File: src/rtl/core/escpi_pkg.sv
// Shared types, widths and helper functions for the encoder speed PI controller.
// Used by every module of the block; depends on nothing else.
package escpi_pkg;

  // Field widths.
  localparam int POSITION_BITS = 10;
  localparam int TICK_W        = 4;
  localparam int SPEED_W       = 16;
  localparam int TARGET_W      = 13;
  localparam int GAIN_W        = 16;
  localparam int DRIVE_W       = 24;
  localparam int OFFSET_W      = 16;
  localparam int FRAC_BITS     = 8;

  // Encoder travel: a difference of two positions, and the sum of two travels.
  localparam int POS_DIFF_W = POSITION_BITS + 1;
  localparam int POS_SUM_W  = POSITION_BITS + 2;

  // PI terms: error times a zero-extended gain, then the Q8.8 fraction dropped.
  localparam int ERR_W       = SPEED_W + 1;
  localparam int GAIN_PROD_W = ERR_W + GAIN_W + 1;
  localparam int TERM_W      = GAIN_PROD_W - FRAC_BITS;

  // Interpolation: the output step with offset, and its magnitude times (tick + 1).
  localparam int INTERP_STEPS = 9;
  localparam int STEP_W       = DRIVE_W + 2;
  localparam int MAG_W        = (STEP_W - 1) + (TICK_W + 1);

  // Division by the step count as a multiplication by a rounded-up reciprocal.
  // With this shift the quotient is exact for every magnitude below 2**MAG_W.
  localparam int RECIP_SHIFT = MAG_W + $clog2(INTERP_STEPS);
  localparam int RECIP_W     = MAG_W + 1;
  localparam int QUOT_W      = MAG_W + RECIP_W - RECIP_SHIFT;
  localparam logic [RECIP_W-1:0] RECIP_STEPS =
    RECIP_W'(((64'd1 << RECIP_SHIFT) + 64'(INTERP_STEPS - 1)) / 64'(INTERP_STEPS));

  // Width in which drive sums are formed before they are clamped or saturated.
  localparam int CLAMP_W = QUOT_W + 2;

  // Configuration port.
  localparam int NUM_REGS  = 6;
  localparam int APB_W     = 32;
  localparam int ADDR_W    = $clog2(NUM_REGS * 4);
  localparam int REG_IDX_W = ADDR_W - 2;

  localparam logic [REG_IDX_W-1:0] REG_TARGET_SPEED = REG_IDX_W'(0);
  localparam logic [REG_IDX_W-1:0] REG_PROP_GAIN    = REG_IDX_W'(1);
  localparam logic [REG_IDX_W-1:0] REG_INTEG_GAIN   = REG_IDX_W'(2);
  localparam logic [REG_IDX_W-1:0] REG_DRIVE_MAX    = REG_IDX_W'(3);
  localparam logic [REG_IDX_W-1:0] REG_DRIVE_MIN    = REG_IDX_W'(4);
  localparam logic [REG_IDX_W-1:0] REG_STEP_OFFSET  = REG_IDX_W'(5);

  // Item kinds.
  localparam logic KIND_UPDATE = 1'b0;
  localparam logic KIND_TICK   = 1'b1;

  // Full-scale drive values.
  localparam logic signed [DRIVE_W-1:0] DRIVE_FULL_MAX = {1'b0, {(DRIVE_W - 1){1'b1}}};
  localparam logic signed [DRIVE_W-1:0] DRIVE_FULL_MIN = {1'b1, {(DRIVE_W - 1){1'b0}}};

  typedef struct packed {
    logic                     kind;
    logic [POSITION_BITS-1:0] left_position;
    logic [POSITION_BITS-1:0] right_position;
    logic [TICK_W-1:0]        tick_index;
  } item_t;

  typedef struct packed {
    logic signed [DRIVE_W-1:0] motor_drive;
    logic signed [SPEED_W-1:0] measured_speed;
  } result_t;

  typedef struct packed {
    logic signed [TARGET_W-1:0] target_speed;
    logic [GAIN_W-1:0]          prop_gain;
    logic [GAIN_W-1:0]          integ_gain;
    logic signed [DRIVE_W-1:0]  drive_max;
    logic signed [DRIVE_W-1:0]  drive_min;
    logic [OFFSET_W-1:0]        step_offset;
  } cfg_t;

  // Beat from the speed stage to the PI stages.
  typedef struct packed {
    logic                      kind;
    logic [TICK_W-1:0]         tick_index;
    logic signed [ERR_W-1:0]   err;
    logic signed [SPEED_W-1:0] speed;
  } spd_item_t;

  // Beat from the PI stages to the interpolation stages.
  typedef struct packed {
    logic                      kind;
    logic signed [SPEED_W-1:0] speed;
    logic                      neg;
    logic [MAG_W-1:0]          mag;
    logic signed [DRIVE_W-1:0] out_old;
  } stp_item_t;

  // Clamp to the configured limits; the upper limit is tested first.
  function automatic logic signed [DRIVE_W-1:0] clamp_drive(
    input logic signed [CLAMP_W-1:0] x,
    input logic signed [DRIVE_W-1:0] hi,
    input logic signed [DRIVE_W-1:0] lo
  );
    logic signed [DRIVE_W-1:0] r;
    if (x > CLAMP_W'(hi)) begin
      r = hi;
    end else if (x < CLAMP_W'(lo)) begin
      r = lo;
    end else begin
      r = x[DRIVE_W-1:0];
    end
    return r;
  endfunction

  // Saturate to the full signed drive range.
  function automatic logic signed [DRIVE_W-1:0] sat_drive(
    input logic signed [CLAMP_W-1:0] x
  );
    return clamp_drive(x, DRIVE_FULL_MAX, DRIVE_FULL_MIN);
  endfunction

endpackage

File: src/rtl/core/escpi_pi.sv
// PI stages: gain products, integrator, new and old output, and the scaled tick step.
// Depends on escpi_pkg for spd_item_t, stp_item_t, cfg_t and the clamp functions.
module escpi_pi import escpi_pkg::*; (
  input  logic      clk,
  input  logic      rst,
  input  cfg_t      cfg,
  input  logic      spd_valid,
  input  spd_item_t spd,
  output logic      spd_ready,
  output logic      stp_valid,
  output stp_item_t stp,
  input  logic      stp_ready
);

  typedef struct packed {
    logic                      kind;
    logic [TICK_W-1:0]         tick_index;
    logic signed [SPEED_W-1:0] speed;
    logic signed [TERM_W-1:0]  p_term;
    logic signed [TERM_W-1:0]  i_term;
  } gain_item_t;

  typedef struct packed {
    logic                      kind;
    logic [TICK_W-1:0]         tick_index;
    logic signed [SPEED_W-1:0] speed;
    logic signed [TERM_W-1:0]  p_term;
    logic signed [DRIVE_W-1:0] integ;
  } integ_item_t;

  logic                          va;
  logic                          vb;
  gain_item_t                    pa;
  gain_item_t                    pa_next;
  integ_item_t                   pb;
  integ_item_t                   pb_next;
  stp_item_t                     stp_next;
  logic                          ready_a;
  logic                          ready_b;
  logic                          ready_c;
  logic signed [GAIN_PROD_W-1:0] prod_p;
  logic signed [GAIN_PROD_W-1:0] prod_i;
  logic signed [DRIVE_W-1:0]     integrator;
  logic signed [DRIVE_W-1:0]     out_new;
  logic signed [DRIVE_W-1:0]     out_old;
  logic signed [CLAMP_W-1:0]     integ_sum;
  logic signed [CLAMP_W-1:0]     out_sum;
  logic signed [STEP_W-1:0]      step;
  logic signed [STEP_W-1:0]      step_abs;
  logic [TICK_W:0]               tick_count;

  assign ready_c   = !stp_valid || stp_ready;
  assign ready_b   = !vb || ready_c;
  assign ready_a   = !va || ready_b;
  assign spd_ready = ready_a;

  // Gain stage: both products of the error, with the Q8.8 fraction floored away.
  always_comb begin
    prod_p             = spd.err * $signed({1'b0, cfg.prop_gain});
    prod_i             = spd.err * $signed({1'b0, cfg.integ_gain});
    pa_next.kind       = spd.kind;
    pa_next.tick_index = spd.tick_index;
    pa_next.speed      = spd.speed;
    pa_next.p_term     = TERM_W'(prod_p >>> FRAC_BITS);
    pa_next.i_term     = TERM_W'(prod_i >>> FRAC_BITS);
  end

  always_ff @(posedge clk) begin
    if (rst) begin
      va <= 1'b0;
    end else if (ready_a) begin
      va <= spd_valid;
    end
  end

  always_ff @(posedge clk) begin
    if (spd_valid && ready_a) begin
      pa <= pa_next;
    end
  end

  // Integrator stage: clamp the stored value, add the integral term, saturate.
  always_comb begin
    integ_sum = CLAMP_W'(clamp_drive(CLAMP_W'(integrator), cfg.drive_max, cfg.drive_min))
              + CLAMP_W'(pa.i_term);
    pb_next.kind       = pa.kind;
    pb_next.tick_index = pa.tick_index;
    pb_next.speed      = pa.speed;
    pb_next.p_term     = pa.p_term;
    pb_next.integ      = sat_drive(integ_sum);
  end

  always_ff @(posedge clk) begin
    if (rst) begin
      vb         <= 1'b0;
      integrator <= '0;
    end else begin
      if (ready_b) begin
        vb <= va;
      end
      if (va && ready_b && pa.kind == KIND_UPDATE) begin
        integrator <= pb_next.integ;
      end
    end
  end

  always_ff @(posedge clk) begin
    if (va && ready_b) begin
      pb <= pb_next;
    end
  end

  // Output stage: an update rolls the outputs forward; a tick scales the step
  // between them, with the offset pushed away from zero, by the tick count.
  always_comb begin
    out_sum    = CLAMP_W'(pb.integ) + CLAMP_W'(pb.p_term);
    step       = STEP_W'(out_new) - STEP_W'(out_old);
    if (step > 0) begin
      step = step + STEP_W'($signed({1'b0, cfg.step_offset}));
    end else if (step < 0) begin
      step = step - STEP_W'($signed({1'b0, cfg.step_offset}));
    end
    step_abs   = (step < 0) ? -step : step;
    tick_count = {1'b0, pb.tick_index} + (TICK_W + 1)'(1);

    stp_next.kind    = pb.kind;
    stp_next.speed   = pb.speed;
    stp_next.neg     = step[STEP_W-1];
    stp_next.mag     = MAG_W'(step_abs[STEP_W-2:0]) * MAG_W'(tick_count);
    stp_next.out_old = out_old;
  end

  always_ff @(posedge clk) begin
    if (rst) begin
      stp_valid <= 1'b0;
      out_new   <= '0;
      out_old   <= '0;
    end else begin
      if (ready_c) begin
        stp_valid <= vb;
      end
      if (vb && ready_c && pb.kind == KIND_UPDATE) begin
        out_old <= clamp_drive(CLAMP_W'(out_new), cfg.drive_max, cfg.drive_min);
        out_new <= sat_drive(out_sum);
      end
    end
  end

  always_ff @(posedge clk) begin
    if (vb && ready_c) begin
      stp <= stp_next;
    end
  end

endmodule

File: config.mk
export PLATFORM = sky130hd
export DESIGN_NAME = escpi_pi
export DESIGN_NICKNAME = d
export VERILOG_FILES = /design/src/rtl/core/escpi_pkg.sv /design/src/rtl/core/escpi_pi.sv
export SDC_FILE = /design/constraint.sdc
export NUM_CORES = 2
export LEC_CHECK = 0
export CAP_MARGIN = 15
export CORE_AREA = 4 4 371 373
export CTS_CLUSTER_SIZE = 25
export DETAILED_ROUTE_END_ITERATION = 12
export DIE_AREA = 0 0 375 377
export DONT_BUFFER_PORTS = 1
export SKIP_LAST_GASP = 1
export SYNTH_ARGS = -nofsm -noshare
export SYNTH_HDL_FRONTEND = slang
export SYNTH_SLANG_ARGS = --single-unit
export TNS_END_PERCENT = 100
File: constraint.sdc
create_clock -name clk -period 9.13 [get_ports clk]
set_clock_uncertainty 0.05 [all_clocks]
set_input_delay 1.3695 -clock clk [delete_from_list [all_inputs] [get_ports clk]]
set_output_delay 1.3695 -clock clk [all_outputs]
set_load 0.005 [all_outputs]
==> flow_summary_export.csv <==
group,metric,value,unit
outcome,status,"complete, no violations",
finish,area_growth,10.17,%
setup_path,rr_startpoint,"out_new[0]",
global_routing,gr-total-overflow,0,
global_routing,grt_pass1_wl,184500,µm
placed_design,numPortBuffers,0,
flow_run,maxCapViolations,0,
setup_path,crit_path_max_fanout,4,
placed_design,hpwlAfterDp,93790,µm
die,io_pins,225,
die,core,0.1346,mm²
routing,viasPerCell,4.908,
clock_network,clock_latency,570,ps
die,die_h,377,µm
routing,drt_iter0_markers,1688,
die,dieWidth,375,µm
timing,setup_viol,0,
finish,final_util,34.99,%
die,initial_utilization,31.76,%
setup_path,slowest_stage,"fa_1",
die,num_rows,135,
synth,synth_area,0.04276,mm²
synth,synth_top_family_by_area,"adder cells",
finish,final_area,0.04711,mm²
global_routing,grt_max_degree,70,
setup_path,crit_path_start_kind,"flop",
routing,via_count,31500,
synth,yosysSeqAreaShare,18.68,%
clock_network,cts_inserted_buffers,35,
setup_path,crit_type,"reg -> reg",
timing,tightestPinTransition,1044,ps
finish,antenna_cells,0,
setup_path,crit_path_end_kind,"flop",
clock_network,cts_tree,"done",
worst_hold_path,hold_path.class,"reg -> reg",
clock_network,cts_root_buf,"clkbuf_16",
synth,synth_xor_area_share,3.830,%
setup_path,r2r_end,"stp[52]",
synth,muxShareOfSynthArea,1.858,%
synth,postSynth.asyncResetShare,0,%
synth,synth_nets,5777,
synth,synth_ff_type,"edfxtp_1",
setup_path,crit_required,9390,ps
global_routing,antenna_found_initial,2,
setup_path,cpPeakStageDelay,540,ps
setup_path,endpoint,"stp[52]",
placed_design,gp_congestion,0.8992,
timing,hold-worst-slack,362.0,ps
synth,syn_inst,4585,
finish,final_cell_mix,"873 x inv_1, 627 x fa_1, 452 x nand2_1",
synth,synth.avg_cell_area,9.326,µm²
synth,synth-seq-cells,291,
synth,synth_compound_area_share,10.51,%
synth,synth_edf_count,216,
clock_network,path_clk_slew,70,ps
placed_design,placed_cell_area,0.04549,mm²
placed_design,place_inst,6343,
timing,relSlewSlack,30.40,%
synth,synthAdderAreaFrac,41.49,%
routing,drc,0,
die,dieArea,0.1414,mm²
setup_path,arrival,9210,ps
routing,first_pass_iters,5,
timing,hold_violations,0,
routing,wl,115500,µm
setup_path,path_common_cell,"inv_2",
setup_path,rrSetupSlack,180,ps
finish,final_cells,6418,
timing,fmax,0.1117,GHz
timing,fin_crit_sh,98.04,%
clock_network,cts.htree.levels,2,
setup_path,r2r_cells,37,
routing,ant_nets,0,
timing,rsz0062_at_grt,"true",
global_routing,grt_pass1_vias,33347,
clock_network,clockBufferDepth,3,
timing,finalCriticalPeriod,8951,ps
setup_path,critPathLaunch,"out_new[0]",
finish,nets,5802,
routing,wl_per_cell,17.99,µm
global_routing,grt_use_total,16.35,%
clock_network,cts_sinks,291,
finish,final_common_cell,"inv_1",
synth,synthSimpleGateAreaFrac,14.50,%
timing,finalMaxSlewViolations,0,
synth,ys_types,80,
finish,drive_above_1_share,6.728,%
synth,yosysWarnings,0,
[cells in the mapped netlist, drive strengths merged, types with 10 or more instances]
| cell | n | share of area (%) |
|---|---|---|
| inv | 878 | 7.7 |
| fa | 628 | 29 |
| nand2 | 456 | 4.0 |
| ha | 413 | 12 |
| and2 | 253 | 3.7 |
| nor2 | 226 | 2.0 |
| edfxtp | 216 | 15 |
| a21oi | 209 | 2.5 |
| clkbuf | 159 | 1.4 |
| xnor2 | 128 | 2.6 |
| o21ai | 105 | 1.2 |
| a21o | 79 | 1.4 |
| mux2i | 76 | 1.8 |
| dfxtp | 75 | 3.5 |
| xor2 | 59 | 1.2 |
| nand2b | 52 | 0.76 |
| nor2b | 48 | 0.70 |
| a211oi | 44 | 0.78 |
| nor3 | 42 | 0.50 |
| o21a | 42 | 0.74 |
| nand3 | 41 | 0.48 |
| nand4 | 34 | 0.50 |
| a31oi | 29 | 0.42 |
| or2 | 28 | 0.41 |
| o221ai | 27 | 0.55 |
| and3 | 25 | 0.37 |
| o21bai | 23 | 0.40 |
| or3 | 17 | 0.25 |
| o211ai | 15 | 0.30 |
| o31ai | 10 | 0.18 |
[per-layer routing]
layer	vias to the layer above	part of all wire (%)	track usage [%]
met5	-	0.011	0
li1	14818	-	-
met2	725	47	27.74
met1	15845	46	22.07
met4	2	1.6	3.135
met3	110	5.7	2.788
[sequential cells by signal, summed over array words and instances (netlist names)]
name	count
pa	73
stp	72
pb	71
integrator	24
out_new	24
out_old	24
stp_valid	1
va	1
vb	1
[worst max-delay path, delay by kind of cell, from the launching register on]
| kind | cells | cell delay [ps] |
|---|---|---|
| AOI/OAI and AO/OA | 14 | 2970 |
| xor gates and xnor gates | 3 | 250 |
| adders and majority gates | 7 | 2490 |
| buffers and inverters | 5 | 360 |
| DFF | 1 | 320 |
| and+or+nand+nor | 8 | 2260 |
[kinds of logic after synthesis]
kind of cell	Yosys count
buf+inv	1040
flops	291
fa+ha+maj	1041
compound gates	680
xor+xnor	187
simple gates	1267
mux	79
[timing repair]
item | 4_1_cts | 5_1_grt
resized for setup | 12 | 55
endpoints found under the hold margin | 0 | 0
setup endpoints to repair | 6 | 10
hold buffers | 0 | 0
buffers inserted | 4 | 7
pin swaps | 8 | 43
[metrics by stage]
step	setup WS, ps	TNS, ps
after CTS	21.66	0
after global routing	-121.0	-169.4
after floorplan	96.64	0
final	178.6	0
after detailed placement	-233.1	-743.7
after global placement	-134.5	-411.9
[worst min-delay path by stage]
stage / start / end / slack [ps] / depth (start not counted)
final: pa[36] / pb[34] / 360 / 0
after global routing: pa[57] / pb[55] / 370 / 0
after CTS: pa[36] / pb[34] / 360 / 0
after detailed placement: pa[31] / pb[29] / 350 / 0
after global placement: pb[55] / stp[60] / 350 / 0
after floorplan: pa[26] / pb[24] / 350 / 0
[cell type report]
type	count	area, µm²
Fill cell	13664	87520
Multi-Input combinational cell	3254	31270
Sequential cell	291	7990
Inverter	879	3299
Tap cell	1781	2228
Timing Repair Buffer	149	1122
Clock buffer	45	923.4
Clock inverter	19	271.5
Power is left out: the tool's default activity adds up to more than one toggle a clock period on the data nets, which glitch-free logic cannot reach.
