$ cat src/rtl/core/escpi_pkg.sv
// Shared types, widths and helper functions for the encoder speed PI controller.
// Used by every module of the block; depends on nothing else.
package escpi_pkg;

  // Field widths.
  localparam int POSITION_BITS = 10;
  localparam int TICK_W        = 4;
  localparam int SPEED_W       = 16;
  localparam int TARGET_W      = 13;
  localparam int GAIN_W        = 16;
  localparam int DRIVE_W       = 24;
  localparam int OFFSET_W      = 16;
  localparam int FRAC_BITS     = 8;

  // Encoder travel: a difference of two positions, and the sum of two travels.
  localparam int POS_DIFF_W = POSITION_BITS + 1;
  localparam int POS_SUM_W  = POSITION_BITS + 2;

  // PI terms: error times a zero-extended gain, then the Q8.8 fraction dropped.
  localparam int ERR_W       = SPEED_W + 1;
  localparam int GAIN_PROD_W = ERR_W + GAIN_W + 1;
  localparam int TERM_W      = GAIN_PROD_W - FRAC_BITS;

  // Interpolation: the output step with offset, and its magnitude times (tick + 1).
  localparam int INTERP_STEPS = 9;
  localparam int STEP_W       = DRIVE_W + 2;
  localparam int MAG_W        = (STEP_W - 1) + (TICK_W + 1);

  // Division by the step count as a multiplication by a rounded-up reciprocal.
  // With this shift the quotient is exact for every magnitude below 2**MAG_W.
  localparam int RECIP_SHIFT = MAG_W + $clog2(INTERP_STEPS);
  localparam int RECIP_W     = MAG_W + 1;
  localparam int QUOT_W      = MAG_W + RECIP_W - RECIP_SHIFT;
  localparam logic [RECIP_W-1:0] RECIP_STEPS =
    RECIP_W'(((64'd1 << RECIP_SHIFT) + 64'(INTERP_STEPS - 1)) / 64'(INTERP_STEPS));

  // Width in which drive sums are formed before they are clamped or saturated.
  localparam int CLAMP_W = QUOT_W + 2;

  // Configuration port.
  localparam int NUM_REGS  = 6;
  localparam int APB_W     = 32;
  localparam int ADDR_W    = $clog2(NUM_REGS * 4);
  localparam int REG_IDX_W = ADDR_W - 2;

  localparam logic [REG_IDX_W-1:0] REG_TARGET_SPEED = REG_IDX_W'(0);
  localparam logic [REG_IDX_W-1:0] REG_PROP_GAIN    = REG_IDX_W'(1);
  localparam logic [REG_IDX_W-1:0] REG_INTEG_GAIN   = REG_IDX_W'(2);
  localparam logic [REG_IDX_W-1:0] REG_DRIVE_MAX    = REG_IDX_W'(3);
  localparam logic [REG_IDX_W-1:0] REG_DRIVE_MIN    = REG_IDX_W'(4);
  localparam logic [REG_IDX_W-1:0] REG_STEP_OFFSET  = REG_IDX_W'(5);

  // Item kinds.
  localparam logic KIND_UPDATE = 1'b0;
  localparam logic KIND_TICK   = 1'b1;

  // Full-scale drive values.
  localparam logic signed [DRIVE_W-1:0] DRIVE_FULL_MAX = {1'b0, {(DRIVE_W - 1){1'b1}}};
  localparam logic signed [DRIVE_W-1:0] DRIVE_FULL_MIN = {1'b1, {(DRIVE_W - 1){1'b0}}};

  typedef struct packed {
    logic                     kind;
    logic [POSITION_BITS-1:0] left_position;
    logic [POSITION_BITS-1:0] right_position;
    logic [TICK_W-1:0]        tick_index;
  } item_t;

  typedef struct packed {
    logic signed [DRIVE_W-1:0] motor_drive;
    logic signed [SPEED_W-1:0] measured_speed;
  } result_t;

  typedef struct packed {
    logic signed [TARGET_W-1:0] target_speed;
    logic [GAIN_W-1:0]          prop_gain;
    logic [GAIN_W-1:0]          integ_gain;
    logic signed [DRIVE_W-1:0]  drive_max;
    logic signed [DRIVE_W-1:0]  drive_min;
    logic [OFFSET_W-1:0]        step_offset;
  } cfg_t;

  // Beat from the speed stage to the PI stages.
  typedef struct packed {
    logic                      kind;
    logic [TICK_W-1:0]         tick_index;
    logic signed [ERR_W-1:0]   err;
    logic signed [SPEED_W-1:0] speed;
  } spd_item_t;

  // Beat from the PI stages to the interpolation stages.
  typedef struct packed {
    logic                      kind;
    logic signed [SPEED_W-1:0] speed;
    logic                      neg;
    logic [MAG_W-1:0]          mag;
    logic signed [DRIVE_W-1:0] out_old;
  } stp_item_t;

  // Clamp to the configured limits; the upper limit is tested first.
  function automatic logic signed [DRIVE_W-1:0] clamp_drive(
    input logic signed [CLAMP_W-1:0] x,
    input logic signed [DRIVE_W-1:0] hi,
    input logic signed [DRIVE_W-1:0] lo
  );
    logic signed [DRIVE_W-1:0] r;
    if (x > CLAMP_W'(hi)) begin
      r = hi;
    end else if (x < CLAMP_W'(lo)) begin
      r = lo;
    end else begin
      r = x[DRIVE_W-1:0];
    end
    return r;
  endfunction

  // Saturate to the full signed drive range.
  function automatic logic signed [DRIVE_W-1:0] sat_drive(
    input logic signed [CLAMP_W-1:0] x
  );
    return clamp_drive(x, DRIVE_FULL_MAX, DRIVE_FULL_MIN);
  endfunction

endpackage

$ cat src/rtl/core/escpi_regs.sv
// APB-style configuration registers of the encoder speed PI controller.
// Depends on escpi_pkg for the register map and the cfg_t bundle.
module escpi_regs import escpi_pkg::*; (
  input  logic              clk,
  input  logic              rst,
  input  logic              psel,
  input  logic              penable,
  input  logic              pwrite,
  input  logic [ADDR_W-1:0] paddr,
  input  logic [APB_W-1:0]  pwdata,
  output logic [APB_W-1:0]  prdata,
  output logic              pready,
  output cfg_t              cfg
);

  logic [REG_IDX_W-1:0] reg_idx;
  logic                 wr_en;

  assign reg_idx = paddr[ADDR_W-1:2];
  assign pready  = 1'b1;
  assign wr_en   = psel && penable && pwrite && pready;

  // Register writes in the access phase; indexes past the map are ignored.
  always_ff @(posedge clk) begin
    if (rst) begin
      cfg.target_speed <= '0;
      cfg.prop_gain    <= '0;
      cfg.integ_gain   <= '0;
      cfg.drive_max    <= DRIVE_FULL_MAX;
      cfg.drive_min    <= DRIVE_FULL_MIN;
      cfg.step_offset  <= '0;
    end else if (wr_en) begin
      case (reg_idx)
        REG_TARGET_SPEED: cfg.target_speed <= pwdata[TARGET_W-1:0];
        REG_PROP_GAIN:    cfg.prop_gain    <= pwdata[GAIN_W-1:0];
        REG_INTEG_GAIN:   cfg.integ_gain   <= pwdata[GAIN_W-1:0];
        REG_DRIVE_MAX:    cfg.drive_max    <= pwdata[DRIVE_W-1:0];
        REG_DRIVE_MIN:    cfg.drive_min    <= pwdata[DRIVE_W-1:0];
        REG_STEP_OFFSET:  cfg.step_offset  <= pwdata[OFFSET_W-1:0];
        default: ;
      endcase
    end
  end

  // Read-back; signed registers are sign-extended to the bus width.
  always_comb begin
    case (reg_idx)
      REG_TARGET_SPEED: prdata = APB_W'(cfg.target_speed);
      REG_PROP_GAIN:    prdata = APB_W'(cfg.prop_gain);
      REG_INTEG_GAIN:   prdata = APB_W'(cfg.integ_gain);
      REG_DRIVE_MAX:    prdata = APB_W'(cfg.drive_max);
      REG_DRIVE_MIN:    prdata = APB_W'(cfg.drive_min);
      REG_STEP_OFFSET:  prdata = APB_W'(cfg.step_offset);
      default:          prdata = '0;
    endcase
  end

endmodule

$ cat config.mk
export PLATFORM = sky130hd
export DESIGN_NAME = escpi_regs
export DESIGN_NICKNAME = d
export VERILOG_FILES = /design/src/rtl/core/escpi_pkg.sv /design/src/rtl/core/escpi_regs.sv
export SDC_FILE = /design/constraint.sdc
export NUM_CORES = 1
export LEC_CHECK = 0
export BUFFER_PORTS_ARGS = -buffer_cell sky130_fd_sc_hd__buf_2
export CORE_ASPECT_RATIO = 1.4
export CORE_MARGIN = 2
export CORE_UTILIZATION = 51
export DETAILED_ROUTE_END_ITERATION = 7
export PLACE_DENSITY = 0.88
export SLEW_MARGIN = 20
export SYNTH_ARGS = -nofsm -noshare
export SYNTH_HDL_FRONTEND = slang
export SYNTH_SLANG_ARGS = --single-unit
export TNS_END_PERCENT = 100
$ cat constraint.sdc
create_clock -name clk -period 2 [get_ports clk]
set_input_delay 0.2 -clock clk [delete_from_list [all_inputs] [get_ports clk]]
set_output_delay 0.2 -clock clk [all_outputs]
set_load 0.02 [all_outputs]
==> flow_summary.toml, run 1 <==
[logic_synthesis]
synth_edf_count = 0
async_flop_share = 0
syn-num-nets = 621
ys_ff_latch = 109
synth-main-ff-cell = "dfxtp_1"
yosysWarnings = 0
syn_area_per_cell_um2 = 9.47
postSynthCellCount = 579
synthDistinctLibCells = 39
syn_area_um2 = 5480
ys_seq_area_frac = 0.398

[critical_path]
path_cells = "nor3b_2, buf_4, a21oi_1, o21ai_1, buf_2"
critPathBufInv = 2
crit_path_start_kind = "flop"
path_max_fanout = 7
slowest_delay_ns = 0.44
cp-end-kind = "primary output"
cpMaxStageDelayCell = "dfxtp_1"
critPathKind = "flop to primary output"
critPathTopFamily = "flip-flops"
cp.required_ns = 1.80
cp.arrival_ns = 1.63

[die]
dieWidth_um = 91.6
start_util = 0.527
core.rowCount = 44
die_y_um = 127
ios = 184
core-area_um2 = 10400
dieArea_um2 = 11600

[cts]
path_clk_slew_ns = 0.07
cts_setup_buffers = 0
cts_root_buf = "clkbuf_16"
numClockSinks = 109
cts_max_level = 3
clkLatencyLatePin_ns = 0.35
hold_buffers = 0
cts_tree = "done"
cts_buffers = 9
cts_buffer_depth = 2

[timing]
worst_pin_slew_ns = 0.670
setup_violations = 0
fin_crit_ns = 1.83
min_period_over_period = 0.915
fin_skew_ns = 0
tns_ns = 0
hold_violations = 0
slew_headroom = 0.553
max_clock_freq_mhz = 546
maxSlewViolCount = 0
rsz0062_at_grt = "false"

[placed_design]
place_congestion = 0.847
hpwl_um = 11600
dpl-instance-area_um2 = 6420
io_buffer_count = 172

[finish]
final_cell_mix = "171 x buf_2, 109 x dfxtp_1, 99 x mux2i_1"
largest_reg_flops = 109
syn2layout_area_growth_pct = 22.9
final_cell_area_um2 = 6740
regArea_um2 = 2180
n_antenna_cell = 0
multi_input_area_um2 = 2960
final_common_cell = "buf_2"
n_fill_cell = 838
layout_top_registers = "cfg x109"
drive_above_1_share = 0.327
largest-register = "cfg"
nNetsFinal = 774

[power_and_ir_drop]
ir_drop_mv = 0.417
power_density_nw_per_um2 = 684
p_leak_nw = 3.15

[hold_path]
hp-class = "input pin to flop"

[routing]
drt-initial-drc-count = 329
drc = 0
wl_per_cell_um = 18.0
ant_nets = 0
avgViaCountPerCell = 5.53
drtPass1Iterations = 5
vias = 4838
totalWireLength_um = 15800

[global_routing]
grt_pass1_wl_um = 24700
antenna_found_initial = 0
grt_pass1_vias = 4757
grt_overflow = 0
grtUsageTotal = 0.272
grt_max_degree = 66

[status]
outcome = "finished clean"

[run]
cap_viol_max_count = 0
==> layer usage <==
metal	wire, um	track usage
met2	7890	0.468
met3	947	0.0629
met5	0	0
met4	631	0.143
met1	6290	0.310
==> kinds of logic (layout without fill, tap and decap cells) <==
family / after synthesis / count (layout) / share of synthesized area
AND/OR/NAND/NOR: 194 / 194 / 0.201
other: 1 / 1 / 0.000684
buffers and inverters: 59 / 217 / 0.0652
AO/OA/AOI/OAI: 90 / 90 / 0.0986
flip-flops: 109 / 109 / 0.398
multiplexers: 126 / 126 / 0.236
==> what timing repair did <==
action / CTS / global route
hold endpoints to repair: 0 / 0
endpoints found under the setup margin: 0 / 9
gates resized for setup: 0 / 1
==> report_power, final <==
group          total (mW)  internal (mW)  leakage (nW)  switching [mW]
Clock                1.93           1.14         0.154           0.789
Combinational       0.487          0.189          2.11           0.297
Sequential           2.20           2.19         0.880          0.0131
Total                4.61           3.51          3.15            1.10
==> layout make-up <==
type,count,area share
clock inverters,3,0.0102
clock buffers,13,0.0371
multi-input cells,411,0.439
inverters,2,0.00111
well taps,138,0.0256
repair buffers,199,0.164
flip-flops and latches,109,0.324
==> metrics by stage <==
stage               hold slack [ns]  total power [mW]  std cells  worst slack (ns)   util
global route                  0.121              4.75        875            0.0971  0.648
finish                        0.113              4.61        875             0.169  0.648
CTS                           0.108              4.62        875            0.0379  0.648
detailed placement            0.481              2.73        859             0.218  0.617
global placement              0.468              2.72        859             0.259  0.617
floorplan                     0.355              2.57        579           0.00664      -
==> synth_stat cells (2+ instances only) <==
cell type	count	area share
dfxtp_1	109	0.40
mux2i_1	99	0.18
nand2b_1	94	0.11
nor2_1	49	0.034
o21ai_1	24	0.022
o21ai_0	22	0.020
nor2b_1	21	0.024
clkbuf_1	20	0.014
mux2_2	18	0.037
buf_4	16	0.022
a21oi_1	14	0.013
buf_2	13	0.012
nand2_1	12	0.0082
a22oi_1	10	0.014
mux2_1	9	0.018
a32oi_1	8	0.013
buf_6	5	0.010
o211ai_1	5	0.0068
a221oi_1	4	0.0064
and2_1	3	0.0034
nand3_1	3	0.0027
buf_8	2	0.0055
nand2_2	2	0.0023
or2_1	2	0.0023
==> path summary, 6_finish.rpt <==
kind	depth (start not counted)	slack (ns)	start	to
setup reg to reg	3	1.20	cfg[4]$_SDFFE_PP0P_	cfg[4]$_SDFFE_PP0P_
hold / removal	3	0.11	pwdata[11]	cfg[51]$_SDFFE_PP1P_
setup / recovery	5	0.17	cfg[108]$_SDFFE_PP0P_	prdata[17]
hold reg to reg	2	0.49	cfg[88]$_SDFFE_PP0P_	cfg[88]$_SDFFE_PP0P_
==> worst min-delay path: stages <==
cell	delay [ns]
buf_2	0.09
nor2_1	0.04
mux2i_1	0.10
Power figures use the tool's default switching activity.
==> run 2, diff against run 1 <==
--- a/config.mk
+++ b/config.mk
@@ -10,7 +10,7 @@
 export CORE_MARGIN = 2
 export CORE_UTILIZATION = 51
 export DETAILED_ROUTE_END_ITERATION = 7
-export PLACE_DENSITY = 0.88
+export PLACE_DENSITY = 0.8
 export SLEW_MARGIN = 20
 export SYNTH_ARGS = -nofsm -noshare
 export SYNTH_HDL_FRONTEND = slang
==> flow_summary.toml, run 2 (synthesized netlist as in run 1, its figures left out) <==
[critical_path]
path_cells = "buf_2, nor2b_1, a22oi_1, o21ai_1, buf_2"
cp-end-kind = "primary output"
crit_path_start_kind = "input pin"
critPathKind = "input pin to primary output"
cp.arrival_ns = 1.64
path_max_fanout = 13
cpMaxStageDelayCell = "nor2b_1"
critPathTopFamily = "simple AND/OR/NAND/NOR gates"
critPathBufInv = 2
cp.required_ns = 1.80
slowest_delay_ns = 0.59
cpMostUsedCell = "buf_2"

[timing]
min_period_over_period = 0.922
worst_pin_slew_ns = 0.695
whs_ns = 0.123
rsz0062_at_grt = "false"
hold_violations = 0
tns_ns = 0
maxSlewViolCount = 0
fin_crit_ns = 1.84
max_clock_freq_mhz = 542
setup_violations = 0
worst_slack_ns = 0.156
slew_headroom = 0.536
fin_skew_ns = 0

[finish]
drive_above_1_share = 0.332
postLayoutCoreUtil = 0.651
layout_top_registers = "cfg x109"
n_antenna_cell = 0
nNetsFinal = 776
fin_cells = 877
largest_reg_flops = 109
syn2layout_area_growth_pct = 23.5
final_common_cell = "buf_2"
final_cell_mix = "171 x buf_2, 109 x dfxtp_1, 99 x mux2i_1"
largest-register = "cfg"
final_cell_area_um2 = 6780

[cts]
cts_tree = "done"
numClockSinks = 109
path_clk_slew_ns = 0.06
hold_buffers = 0
cts_resized = 0
clkLatencyLatePin_ns = 0.35
cts_root_buf = "clkbuf_16"
cts_buffer_depth = 2
cts_buffers = 9
cts_max_level = 3
cts_setup_buffers = 0

[placed_design]
dpl-instance-area_um2 = 6420
place_congestion = 0.842
preCtsSetupSlack_ns = 0.174
io_buffer_count = 172
hpwl_um = 11000
dp_cells = 861

[die]
core.rowCount = 44
dieArea_um2 = 11600
start_util = 0.527
dieWidth_um = 91.6
core-area_um2 = 10400
ios = 184
die_y_um = 127

[routing]
ant_nets = 0
totalWireLength_um = 15300
wl_per_cell_um = 17.4
vias = 4784
drc = 0
drt-initial-drc-count = 245
drtPass1Iterations = 8
avgViaCountPerCell = 5.45

[global_routing]
grt_pass1_wl_um = 23400
grt_pass1_vias = 4554
grt_max_degree = 49
antenna_found_initial = 0
grtUsageTotal = 0.257
grt_overflow = 0

[power_and_ir_drop]
power_density_nw_per_um2 = 700
ir_drop_mv = 0.593
p_leak_nw = 3.17
finalPower_mw = 4.75

[run]
cap_viol_max_count = 0

[hold_path]
hp-class = "input pin to flop"

[status]
outcome = "finished clean"
-- run 2: tightest hold or removal path, stage by stage --
cell and delay, ns:
buf_2 0.10, nand2b_1 0.06, mux2i_1 0.06
-- run 2: final timing paths --
check	startpoint	to	slack (ns)	cells past startpoint
worst max-delay path	paddr[4]	prdata[1]	0.16	5
worst min-delay path	pwdata[23]	cfg[63]$_SDFFE_PP0P_	0.12	3
worst max register to register	cfg[8]$_SDFFE_PP0P_	cfg[8]$_SDFFE_PP0P_	1.16	3
worst min register to register	cfg[106]$_SDFFE_PP0P_	cfg[106]$_SDFFE_PP0P_	0.49	2
-- run 2: cell type report --
| class | instances | area, um2 |
|---|---|---|
| fill | 874 | 3630 |
| multi-input combinational | 411 | 2960 |
| sequential | 109 | 2180 |
| timing repair buffer | 201 | 1110 |
| clock buffer | 11 | 243 |
| tap | 138 | 173 |
| clock inverter | 5 | 108 |
| inverter | 2 | 7.51 |
-- run 2: report_power, final --
part,total [mW],internal [mW],switching (mW)
combinational,0.483,0.188,0.295
clock,2.06,1.26,0.801
sequential,2.20,2.18,0.0132
total,4.75,3.64,1.11
-- run 2: per-layer routing --
layer | GRT usage | vias to the layer above | routed length, um
met5 | 0 | - | 0
met1 | 0.296 | 2273 | 6160
met2 | 0.450 | 196 | 7740
li1 | - | 2283 | -
met4 | 0.119 | 0 | 409
met3 | 0.0588 | 32 | 991
