$ cat src/rtl/core/escpi_pkg.sv
// Shared types, widths and helper functions for the encoder speed PI controller.
// Used by every module of the block; depends on nothing else.
package escpi_pkg;

  // Field widths.
  localparam int POSITION_BITS = 10;
  localparam int TICK_W        = 4;
  localparam int SPEED_W       = 16;
  localparam int TARGET_W      = 13;
  localparam int GAIN_W        = 16;
  localparam int DRIVE_W       = 24;
  localparam int OFFSET_W      = 16;
  localparam int FRAC_BITS     = 8;

  // Encoder travel: a difference of two positions, and the sum of two travels.
  localparam int POS_DIFF_W = POSITION_BITS + 1;
  localparam int POS_SUM_W  = POSITION_BITS + 2;

  // PI terms: error times a zero-extended gain, then the Q8.8 fraction dropped.
  localparam int ERR_W       = SPEED_W + 1;
  localparam int GAIN_PROD_W = ERR_W + GAIN_W + 1;
  localparam int TERM_W      = GAIN_PROD_W - FRAC_BITS;

  // Interpolation: the output step with offset, and its magnitude times (tick + 1).
  localparam int INTERP_STEPS = 9;
  localparam int STEP_W       = DRIVE_W + 2;
  localparam int MAG_W        = (STEP_W - 1) + (TICK_W + 1);

  // Division by the step count as a multiplication by a rounded-up reciprocal.
  // With this shift the quotient is exact for every magnitude below 2**MAG_W.
  localparam int RECIP_SHIFT = MAG_W + $clog2(INTERP_STEPS);
  localparam int RECIP_W     = MAG_W + 1;
  localparam int QUOT_W      = MAG_W + RECIP_W - RECIP_SHIFT;
  localparam logic [RECIP_W-1:0] RECIP_STEPS =
    RECIP_W'(((64'd1 << RECIP_SHIFT) + 64'(INTERP_STEPS - 1)) / 64'(INTERP_STEPS));

  // Width in which drive sums are formed before they are clamped or saturated.
  localparam int CLAMP_W = QUOT_W + 2;

  // Configuration port.
  localparam int NUM_REGS  = 6;
  localparam int APB_W     = 32;
  localparam int ADDR_W    = $clog2(NUM_REGS * 4);
  localparam int REG_IDX_W = ADDR_W - 2;

  localparam logic [REG_IDX_W-1:0] REG_TARGET_SPEED = REG_IDX_W'(0);
  localparam logic [REG_IDX_W-1:0] REG_PROP_GAIN    = REG_IDX_W'(1);
  localparam logic [REG_IDX_W-1:0] REG_INTEG_GAIN   = REG_IDX_W'(2);
  localparam logic [REG_IDX_W-1:0] REG_DRIVE_MAX    = REG_IDX_W'(3);
  localparam logic [REG_IDX_W-1:0] REG_DRIVE_MIN    = REG_IDX_W'(4);
  localparam logic [REG_IDX_W-1:0] REG_STEP_OFFSET  = REG_IDX_W'(5);

  // Item kinds.
  localparam logic KIND_UPDATE = 1'b0;
  localparam logic KIND_TICK   = 1'b1;

  // Full-scale drive values.
  localparam logic signed [DRIVE_W-1:0] DRIVE_FULL_MAX = {1'b0, {(DRIVE_W - 1){1'b1}}};
  localparam logic signed [DRIVE_W-1:0] DRIVE_FULL_MIN = {1'b1, {(DRIVE_W - 1){1'b0}}};

  typedef struct packed {
    logic                     kind;
    logic [POSITION_BITS-1:0] left_position;
    logic [POSITION_BITS-1:0] right_position;
    logic [TICK_W-1:0]        tick_index;
  } item_t;

  typedef struct packed {
    logic signed [DRIVE_W-1:0] motor_drive;
    logic signed [SPEED_W-1:0] measured_speed;
  } result_t;

  typedef struct packed {
    logic signed [TARGET_W-1:0] target_speed;
    logic [GAIN_W-1:0]          prop_gain;
    logic [GAIN_W-1:0]          integ_gain;
    logic signed [DRIVE_W-1:0]  drive_max;
    logic signed [DRIVE_W-1:0]  drive_min;
    logic [OFFSET_W-1:0]        step_offset;
  } cfg_t;

  // Beat from the speed stage to the PI stages.
  typedef struct packed {
    logic                      kind;
    logic [TICK_W-1:0]         tick_index;
    logic signed [ERR_W-1:0]   err;
    logic signed [SPEED_W-1:0] speed;
  } spd_item_t;

  // Beat from the PI stages to the interpolation stages.
  typedef struct packed {
    logic                      kind;
    logic signed [SPEED_W-1:0] speed;
    logic                      neg;
    logic [MAG_W-1:0]          mag;
    logic signed [DRIVE_W-1:0] out_old;
  } stp_item_t;

  // Clamp to the configured limits; the upper limit is tested first.
  function automatic logic signed [DRIVE_W-1:0] clamp_drive(
    input logic signed [CLAMP_W-1:0] x,
    input logic signed [DRIVE_W-1:0] hi,
    input logic signed [DRIVE_W-1:0] lo
  );
    logic signed [DRIVE_W-1:0] r;
    if (x > CLAMP_W'(hi)) begin
      r = hi;
    end else if (x < CLAMP_W'(lo)) begin
      r = lo;
    end else begin
      r = x[DRIVE_W-1:0];
    end
    return r;
  endfunction

  // Saturate to the full signed drive range.
  function automatic logic signed [DRIVE_W-1:0] sat_drive(
    input logic signed [CLAMP_W-1:0] x
  );
    return clamp_drive(x, DRIVE_FULL_MAX, DRIVE_FULL_MIN);
  endfunction

endpackage

$ cat src/rtl/core/escpi_speed.sv
// Input register and speed stage: encoder travel, running speed and speed error.
// Depends on escpi_pkg for item_t, spd_item_t and cfg_t.
module escpi_speed import escpi_pkg::*; (
  input  logic      clk,
  input  logic      rst,
  input  cfg_t      cfg,
  input  logic      item_valid,
  input  item_t     item,
  output logic      item_ready,
  output logic      spd_valid,
  output spd_item_t spd,
  input  logic      spd_ready
);

  localparam int SPD_DIFF_W = ((POS_SUM_W > SPEED_W) ? POS_SUM_W : SPEED_W) + 1;

  localparam logic signed [POS_DIFF_W-1:0] POS_HALF     = POS_DIFF_W'(2 ** (POSITION_BITS - 1));
  localparam logic signed [POS_DIFF_W-1:0] POS_NEG_HALF = -POS_HALF;
  // One full turn; it wraps to its own negative in this width, which is harmless
  // because the corrected delta always lands inside half a turn.
  localparam logic signed [POS_DIFF_W-1:0] POS_FULL     = POS_DIFF_W'(2 ** POSITION_BITS);

  localparam logic signed [SPD_DIFF_W-1:0] SPD_HI = SPD_DIFF_W'((2 ** (SPEED_W - 1)) - 1);
  localparam logic signed [SPD_DIFF_W-1:0] SPD_LO = -SPD_HI - SPD_DIFF_W'(1);

  function automatic logic signed [POS_DIFF_W-1:0] wrap_delta(
    input logic signed [POS_DIFF_W-1:0] d
  );
    logic signed [POS_DIFF_W-1:0] r;
    if (d > POS_HALF) begin
      r = d - POS_FULL;
    end else if (d < POS_NEG_HALF) begin
      r = d + POS_FULL;
    end else begin
      r = d;
    end
    return r;
  endfunction

  logic                         v1;
  item_t                        s1;
  logic                         ready1;
  logic                         ready2;
  logic [POSITION_BITS-1:0]     last_left;
  logic [POSITION_BITS-1:0]     last_right;
  logic signed [SPEED_W-1:0]    speed_accum;
  logic signed [POS_DIFF_W-1:0] dl;
  logic signed [POS_DIFF_W-1:0] dr;
  logic signed [POS_SUM_W-1:0]  travel;
  logic signed [SPD_DIFF_W-1:0] speed_wide;
  logic signed [SPEED_W-1:0]    speed_new;
  spd_item_t                    spd_next;

  assign ready2     = !spd_valid || spd_ready;
  assign ready1     = !v1 || ready2;
  assign item_ready = ready1;

  // Input register.
  always_ff @(posedge clk) begin
    if (rst) begin
      v1 <= 1'b0;
    end else if (ready1) begin
      v1 <= item_valid;
    end
  end

  always_ff @(posedge clk) begin
    if (item_valid && ready1) begin
      s1 <= item;
    end
  end

  // Wheel travel, running speed with saturation, and the error against target.
  always_comb begin
    dl         = wrap_delta($signed({1'b0, s1.left_position}) - $signed({1'b0, last_left}));
    dr         = wrap_delta($signed({1'b0, last_right}) - $signed({1'b0, s1.right_position}));
    travel     = POS_SUM_W'(dl) + POS_SUM_W'(dr);
    speed_wide = SPD_DIFF_W'(speed_accum) - SPD_DIFF_W'(travel);
    if (speed_wide > SPD_HI) begin
      speed_new = SPD_HI[SPEED_W-1:0];
    end else if (speed_wide < SPD_LO) begin
      speed_new = SPD_LO[SPEED_W-1:0];
    end else begin
      speed_new = speed_wide[SPEED_W-1:0];
    end

    spd_next.kind       = s1.kind;
    spd_next.tick_index = s1.tick_index;
    spd_next.err        = ERR_W'(cfg.target_speed) - ERR_W'(speed_new);
    spd_next.speed      = (s1.kind == KIND_UPDATE) ? speed_new : speed_accum;
  end

  // Speed stage: the wheel state moves only on an update beat.
  always_ff @(posedge clk) begin
    if (rst) begin
      spd_valid   <= 1'b0;
      last_left   <= '0;
      last_right  <= '0;
      speed_accum <= '0;
    end else begin
      if (ready2) begin
        spd_valid <= v1;
      end
      if (v1 && ready2 && s1.kind == KIND_UPDATE) begin
        last_left   <= s1.left_position;
        last_right  <= s1.right_position;
        speed_accum <= speed_new;
      end
    end
  end

  always_ff @(posedge clk) begin
    if (v1 && ready2) begin
      spd <= spd_next;
    end
  end

endmodule

$ cat config.mk
export PLATFORM = sky130hd
export DESIGN_NAME = escpi_speed
export DESIGN_NICKNAME = d
export VERILOG_FILES = /design/src/rtl/core/escpi_pkg.sv /design/src/rtl/core/escpi_speed.sv
export SDC_FILE = /design/constraint.sdc
export NUM_CORES = 1
export LEC_CHECK = 0
export BUFFER_PORTS_ARGS = -buffer_cell sky130_fd_sc_hd__buf_4
export CAP_MARGIN = 10
export CORE_MARGIN = 2
export CORE_UTILIZATION = 48
export CTS_CLUSTER_DIAMETER = 150
export CTS_CLUSTER_SIZE = 28
export DETAILED_ROUTE_END_ITERATION = 10
export PLACE_DENSITY = 0.77
export SYNTH_ARGS = -nofsm -noshare
export SYNTH_HDL_FRONTEND = slang
export SYNTH_SLANG_ARGS = --single-unit
$ cat constraint.sdc
create_clock -name clk -period 7.5 [get_ports clk]
set_clock_uncertainty 0.05 [all_clocks]
set_input_delay 0.375 -clock clk [delete_from_list [all_inputs] [get_ports clk]]
set_output_delay 0.375 -clock clk [all_outputs]
set_load 0.005 [all_outputs]
==> results of run 1 <==
==> cell families after synthesis <==
logic type | after synthesis | synth area share [%]
adder cells (fa/ha/maj) | 85 | 18.1
flip-flops | 101 | 40.9
AO/OA/AOI/OAI | 182 | 18.7
multiplexers | 3 | 0.482
buffers and inverters | 66 | 3.91
AND/OR/NAND/NOR | 189 | 13.3
XOR/XNOR | 34 | 4.59
==> worst max-delay path: cells and delay by family, from the launching register on <==
kind                       cells  cell delay, ns
AOI/OAI and AO/OA             17            3.16
adders and majority gates      6            1.73
buffers and inverters          5            0.57
DFF                            1            0.39
and+or+nand+nor                6            1.42
==> routing by layer <==
layer | up-vias | wire length (µm) | GRT usage [%]
li1 | 2638 | - | -
met1 | 2557 | 6250 | 24.2
met2 | 130 | 7760 | 36.2
met3 | 32 | 598 | 3.77
met4 | 0 | 422 | 9.30
met5 | - | 0 | 0
==> final cells by class <==
cell class	count	area, µm²
Sequential cell	101	2650
Fill cell	1053	4910
Clock inverter	5	36.3
Tap cell	176	220
Inverter	46	173
Multi-Input combinational cell	493	3910
Clock buffer	11	243
Timing Repair Buffer	144	1100
==> sequential cells by signal (all words and copies together) (netlist names) <==
| signal | count |
|---|---|
| spd_valid | 1 |
| spd | 38 |
| v1 | 1 |
| last_left | 10 |
| speed_accum | 16 |
| s1 | 25 |
| last_right | 10 |
==> how the worst max path moves through the flow <==
stage	from	end	slack [ns]	cells past startpoint
2_1_floorplan	s1[4]	spd[30]	-0.008	30
3_3_place_gp	s1[4]	spd[30]	-0.19	32
3_5_place_dp	s1[4]	spd[30]	-0.37	32
4_1_cts	last_right[0]	spd[30]	-0.12	33
5_1_grt	s1[5]	spd[32]	-0.29	34
6_report	s1[4]	spd[32]	-0.07	34
==> cells in the mapped netlist (all sizes together) (3+ instances only) <==
master / n
a21o: 11
a211oi: 20
a2111oi: 3
buf: 3
edfxtp: 63
o21ai: 39
and4: 3
nand2b: 7
a41oi: 3
clkbuf: 17
o21bai: 6
nand3: 7
maj3: 12
a21oi: 53
inv: 46
ha: 54
dfxtp: 38
nor2: 52
o21a: 18
a21boi: 3
xnor2: 23
a211o: 5
and3: 5
fa: 19
or4b: 4
nand2: 84
nor3: 6
or3: 3
nor2b: 8
xor2: 11
o31ai: 6
==> power by group through the flow <==
stage | clock [mW] | combinational [mW] | sequential (mW)
after floorplan | 0 | 1.50 | 0.841
after global placement | 0 | 2.17 | 0.837
after detailed placement | 0 | 2.27 | 0.841
after CTS | 0.451 | 2.45 | 0.829
after global routing | 0.473 | 2.89 | 0.836
final | 0.444 | 2.67 | 0.829
==> metrics by stage <==
step	cells	utilization (%)	cell area, µm²
floorplan	660	-	6560
global placement	950	58.3	7720
detailed placement	950	58.3	7720
CTS	970	61.7	8170
global route	976	62.9	8330
finish	976	62.9	8330
==> repair_timing <==
item / in CTS / in global routing
setup endpoints to repair: 8 / 8
hold endpoints to repair: 0 / 0
resized for setup: 27 / 25
pin swaps: 24 / 29
buffers inserted: 4 / 6
==> impl_metrics.py, run 1 <==
metrics = {
    "min_path": {
        "min_to": "s1[2]",
        "hold_path.class": "in2reg",
        "hold_start": "item[2]",
        "hold_depth": 1,
    },
    "floorplan": {
        "dieArea_mm2": 0.0145,
        "io_pins": 178,
        "core_area_mm2": 0.0132,
        "die_y_um": 120,
        "dieWidth_um": 120,
        "initial_core_util_pct": 49.0,
        "num_rows": 42,
    },
    "routing": {
        "postRouteAntennaNets": 0,
        "dr.first_iter.drc_count": 270,
        "drtPass1Iterations": 4,
        "routed_via_density": 5.49,
        "remaining_drc_errors": 0,
        "wl_per_cell_um": 15.4,
        "routed_wl_mm": 15.0,
        "num_vias": 5357,
    },
    "synthesis": {
        "ys.warnings.count": 0,
        "synth_top_area_cell": "edfxtp_1",
        "synth_nets": 871,
        "yosys-top-cells-area": "edfxtp_1 29%, dfxtp_1 12%, ha_1 10%",
        "synth_cell_types": 61,
        "synth_edf_count": 63,
        "async_flop_share_pct": 0,
        "syn_area_mm2": 0.00649,
        "synthCells": 660,
        "ys.flop_type": "edfxtp_1",
        "ys_seq_area_share_pct": 40.9,
        "synth_top_area_share_pct": 29.2,
        "synth-seq-cells": 101,
        "avgSynthCellArea_um2": 9.83,
    },
    "power_and_ir_drop": {
        "switchingPower_mw": 1.58,
        "total_power_mw": 3.94,
        "combPwrFrac_pct": 67.7,
        "p_clk_share_pct": 11.3,
        "swShare_pct": 40.0,
        "power_density_mw_per_mm2": 473,
        "power.internal_mw": 2.36,
        "leakage_nw": 3.39,
        "peakVddDrop_mv": 0.337,
        "power_frac_seq_pct": 21.0,
    },
    "critical_path": {
        "reg2reg_to": "spd[32]",
        "cp_slowest_stage_delay_ns": 0.53,
        "crit_type": "reg2reg",
        "reg2reg_depth": 34,
        "rr_startpoint": "s1[4]",
        "cp_max_fo": 6,
        "required_ns": 7.56,
        "cp_data_arrival_time_ns": 7.63,
        "cpMostUsedCell": "ha_4",
        "critPathSlowestCell": "or4b_4",
        "critPathCaptureType": "flop",
        "cp-start-kind": "flop",
        "r2r_slack_ns": -0.07,
    },
    "finish": {
        "diodes": 0,
        "final_cell_mix": "142 x buf_4, 82 x nand2_1, 63 x edfxtp_1, 51 x nor2_1, 47 x a21oi_1",
        "layout_commonest_cell": "buf_4",
        "drive_above_1_share_pct": 27.3,
        "syn2layout_area_growth_pct": 28.4,
        "nNetsFinal": 1006,
    },
    "sta": {
        "rsz0062_at_grt": "yes",
        "slew_headroom_pct": 25.9,
        "finalSetupTns_ns": -0.117,
        "hold_ws_ns": 0.138,
        "max_freq_mhz": 132,
        "hold_viol": 0,
        "drv_slew": 0,
        "setup_viol": 2,
        "period_minus_slack_ns": 7.57,
        "fin_crit_sh_pct": 101,
        "worst_slew_pin_slew_ns": 1.11,
        "finalWorstSetupSlack_ns": -0.0705,
    },
    "clocking": {
        "cts_tree": "done",
        "root_buffer": "clkbuf_16",
        "clkTransAtPathRegs_ns": 0.07,
        "h-tree-depth": 3,
        "clock_latency_ns": 0.36,
        "cts_inserted_buffers": 9,
        "cts_max_path_buffers": 2,
        "cts_sinks": 101,
        "holdBufCountCts": 0,
    },
    "global_routing": {
        "antenna_found_initial": 0,
        "grt.total_usage_pct": 20.5,
        "grt_pass1_wl_mm": 23.7,
        "grt_overflow": 0,
        "grt_max_degree": 52,
        "grt_pass1_vias": 5229,
    },
    "place": {
        "pre_cts_slack_ns": -0.368,
        "numPortBuffers": 81,
        "routabilityCongestion": 0.958,
        "dp_hpwl_mm": 10.9,
    },
    "outcome": {
        "violations": "negative setup slack",
        "status": "complete, but fails checks",
    },
    "job": {
        "maxCapViolations": 0,
    },
}
(Power assumes the default switching activity.)
==> inputs of run 2 (changes only) <==
- GPL_TIMING_DRIVEN: unset -> 0
==> run 2 against run 1 <==
  * The run still ends with negative setup slack left
  * Register-to-register slack worse by 0.30 ns
  * Clock-buffer cell count down 2
  * Utilization down 0.42 points
  * Flip-flop and latch count unchanged
  * Sequential power barely moved
  * Via count rose by 2.0%
  * Largest cell class unchanged
==> impl_metrics.py, run 2 (synthesized netlist as in run 1, its figures left out) <==
metrics = {
    "floorplan": {
        "core_area_mm2": 0.0132,
        "dieWidth_um": 120,
        "initial_core_util_pct": 49.0,
        "die_y_um": 120,
        "dieArea_mm2": 0.0145,
        "num_rows": 42,
        "io_pins": 178,
    },
    "finish": {
        "largest_reg_flops": 38,
        "diodes": 0,
        "final_cell_mix": "107 x buf_4, 82 x nand2_1, 63 x edfxtp_1, 50 x nor2_1, 47 x a21oi_1",
        "top_register": "spd",
        "fin_util_pct": 62.5,
        "syn2layout_area_growth_pct": 27.6,
        "finalNonFillerCells": 963,
        "reg_top3": "spd (38), s1 (25), speed_accum (16)",
        "layout_commonest_cell": "buf_4",
        "nNetsFinal": 993,
        "drive_above_1_share_pct": 24.7,
        "finalInstanceArea_mm2": 0.00828,
    },
    "clocking": {
        "cts_inserted_buffers": 9,
        "cts_sinks": 101,
        "root_buffer": "clkbuf_16",
        "h-tree-depth": 3,
        "holdBufCountCts": 0,
        "clkTransAtPathRegs_ns": 0.08,
        "cts_tree": "done",
        "clock_latency_ns": 0.36,
        "cts_max_path_buffers": 2,
    },
    "power_and_ir_drop": {
        "power.internal_mw": 2.33,
        "switchingPower_mw": 1.59,
        "leakage_nw": 3.30,
        "p_clk_share_pct": 12.2,
        "swShare_pct": 40.6,
        "combPwrFrac_pct": 66.7,
        "power_density_mw_per_mm2": 475,
        "power_frac_seq_pct": 21.1,
        "peakVddDrop_mv": 0.292,
    },
    "global_routing": {
        "antenna_found_initial": 0,
        "grt.total_usage_pct": 22.0,
        "grt_overflow": 0,
        "grt_use_met3_pct": 4.29,
        "met1_usage_pct": 27.2,
        "grt_max_degree": 38,
        "grt_pass1_vias": 5274,
        "use_met2_pct": 38.4,
        "global_route.peak_usage_layer": "met2",
        "grt_pass1_wl_mm": 25.2,
    },
    "job": {
        "maxCapViolations": 0,
    },
    "routing": {
        "drtPass1Iterations": 5,
        "num_vias": 5462,
        "routed_wl_mm": 15.8,
        "dr.first_iter.drc_count": 362,
        "routed_via_density": 5.67,
        "remaining_drc_errors": 0,
        "postRouteAntennaNets": 0,
        "wl_per_cell_um": 16.4,
    },
    "critical_path": {
        "rr_startpoint": "s1[4]",
        "reg2reg_depth": 34,
        "cp_slowest_stage_delay_ns": 0.53,
        "cp_max_fo": 6,
        "critPathCaptureType": "flop",
        "critPathSlowestCell": "or4b_4",
        "cp_data_arrival_time_ns": 7.94,
        "required_ns": 7.57,
        "cpMostUsedCell": "fa_2",
        "r2r_slack_ns": -0.37,
        "reg2reg_to": "spd[32]",
        "cp-start-kind": "flop",
        "crit_start": "s1[4]",
        "crit_type": "reg2reg",
    },
    "min_path": {
        "hold_depth": 1,
        "hold_start": "item[3]",
        "hold_path.class": "in2reg",
        "min_to": "s1[3]",
    },
    "sta": {
        "finalSetupTns_ns": -2.17,
        "drv_slew": 0,
        "hold_ws_ns": 0.137,
        "rsz0062_at_grt": "yes",
        "setup_viol": 9,
        "hold_viol": 0,
        "worst_slew_pin_slew_ns": 1.09,
        "slew_headroom_pct": 27.6,
        "fin_crit_sh_pct": 105,
        "period_minus_slack_ns": 7.87,
        "finalWorstSetupSlack_ns": -0.372,
        "max_freq_mhz": 127,
    },
    "place": {
        "numPortBuffers": 80,
        "routabilityCongestion": 0.917,
        "placed_cell_area_mm2": 0.00741,
        "dpl.cell_count": 917,
        "dp_hpwl_mm": 11.2,
    },
    "outcome": {
        "status": "complete, but fails checks",
        "violations": "negative setup slack",
    },
}
-- run 2: cell types whose count changed in the layout (fill, tap and decap cells not counted), sizes merged --
| cell | previous run | this run |
|---|---|---|
| bufinv | 0 | 1 |
| clkbuf | 11 | 26 |
| clkinv | 3 | 2 |
| clkinvlp | 1 | 0 |
| inv | 47 | 50 |
| buf | 144 | 114 |
-- run 2: power groups by stage --
stage	clock [mW]	combinational (mW)	sequential, mW
after floorplan	0	1.50	0.841
after global placement	0	1.89	0.837
after detailed placement	0	1.97	0.840
after CTS	0.489	2.31	0.829
after global routing	0.512	2.84	0.836
final	0.480	2.62	0.829
-- run 2: how the worst max path moves through the flow --
stage	slack [ns]	depth (start not counted)	to
global placement	-0.80	30	spd[30]
detailed placement	-0.91	30	spd[30]
CTS	-0.20	31	spd[30]
global route	-0.55	31	spd[30]
floorplan	-0.008	30	spd[30]
finish	-0.37	34	spd[32]
-- run 2: final cells by class --
| cell class | instances | area [µm²] |
|---|---|---|
| buffer | 20 | 91.3 |
| clock buffer | 9 | 225 |
| clock inverter | 7 | 78.8 |
| fill | 1043 | 4960 |
| inverter | 46 | 173 |
| multi-input combinational | 493 | 3960 |
| sequential | 101 | 2650 |
| tap | 176 | 220 |
| timing repair buffer | 111 | 875 |
-- run 2: metrics by stage --
stage	power, mW	setup WS (ns)
detailed placement	2.81	-0.910
floorplan	2.34	-0.00796
global placement	2.73	-0.801
global route	4.18	-0.551
CTS	3.62	-0.201
finish	3.93	-0.372
-- run 2: worst max-delay path: cells and delay by family (launching register included) --
| family | cells | cell delay, ns |
|---|---|---|
| buffers and inverters | 5 | 0.60 |
| AO/OA/AOI/OAI | 17 | 3.33 |
| AND/OR/NAND/NOR | 6 | 1.44 |
| adder cells (fa/ha/maj) | 6 | 1.82 |
| flip-flops | 1 | 0.37 |
-- run 2: per-layer routing --
metal	vias up	wire, µm
li1	2620	-
met4	0	410
met5	-	0
met1	2625	6500
met2	180	8130
met3	37	785
-- run 2: timing repair --
action,CTS,global route
pin swaps,28,37
hold endpoints to repair,0,0
setup endpoints to repair,13,11
resized for setup,42,21
buffers inserted,20,11
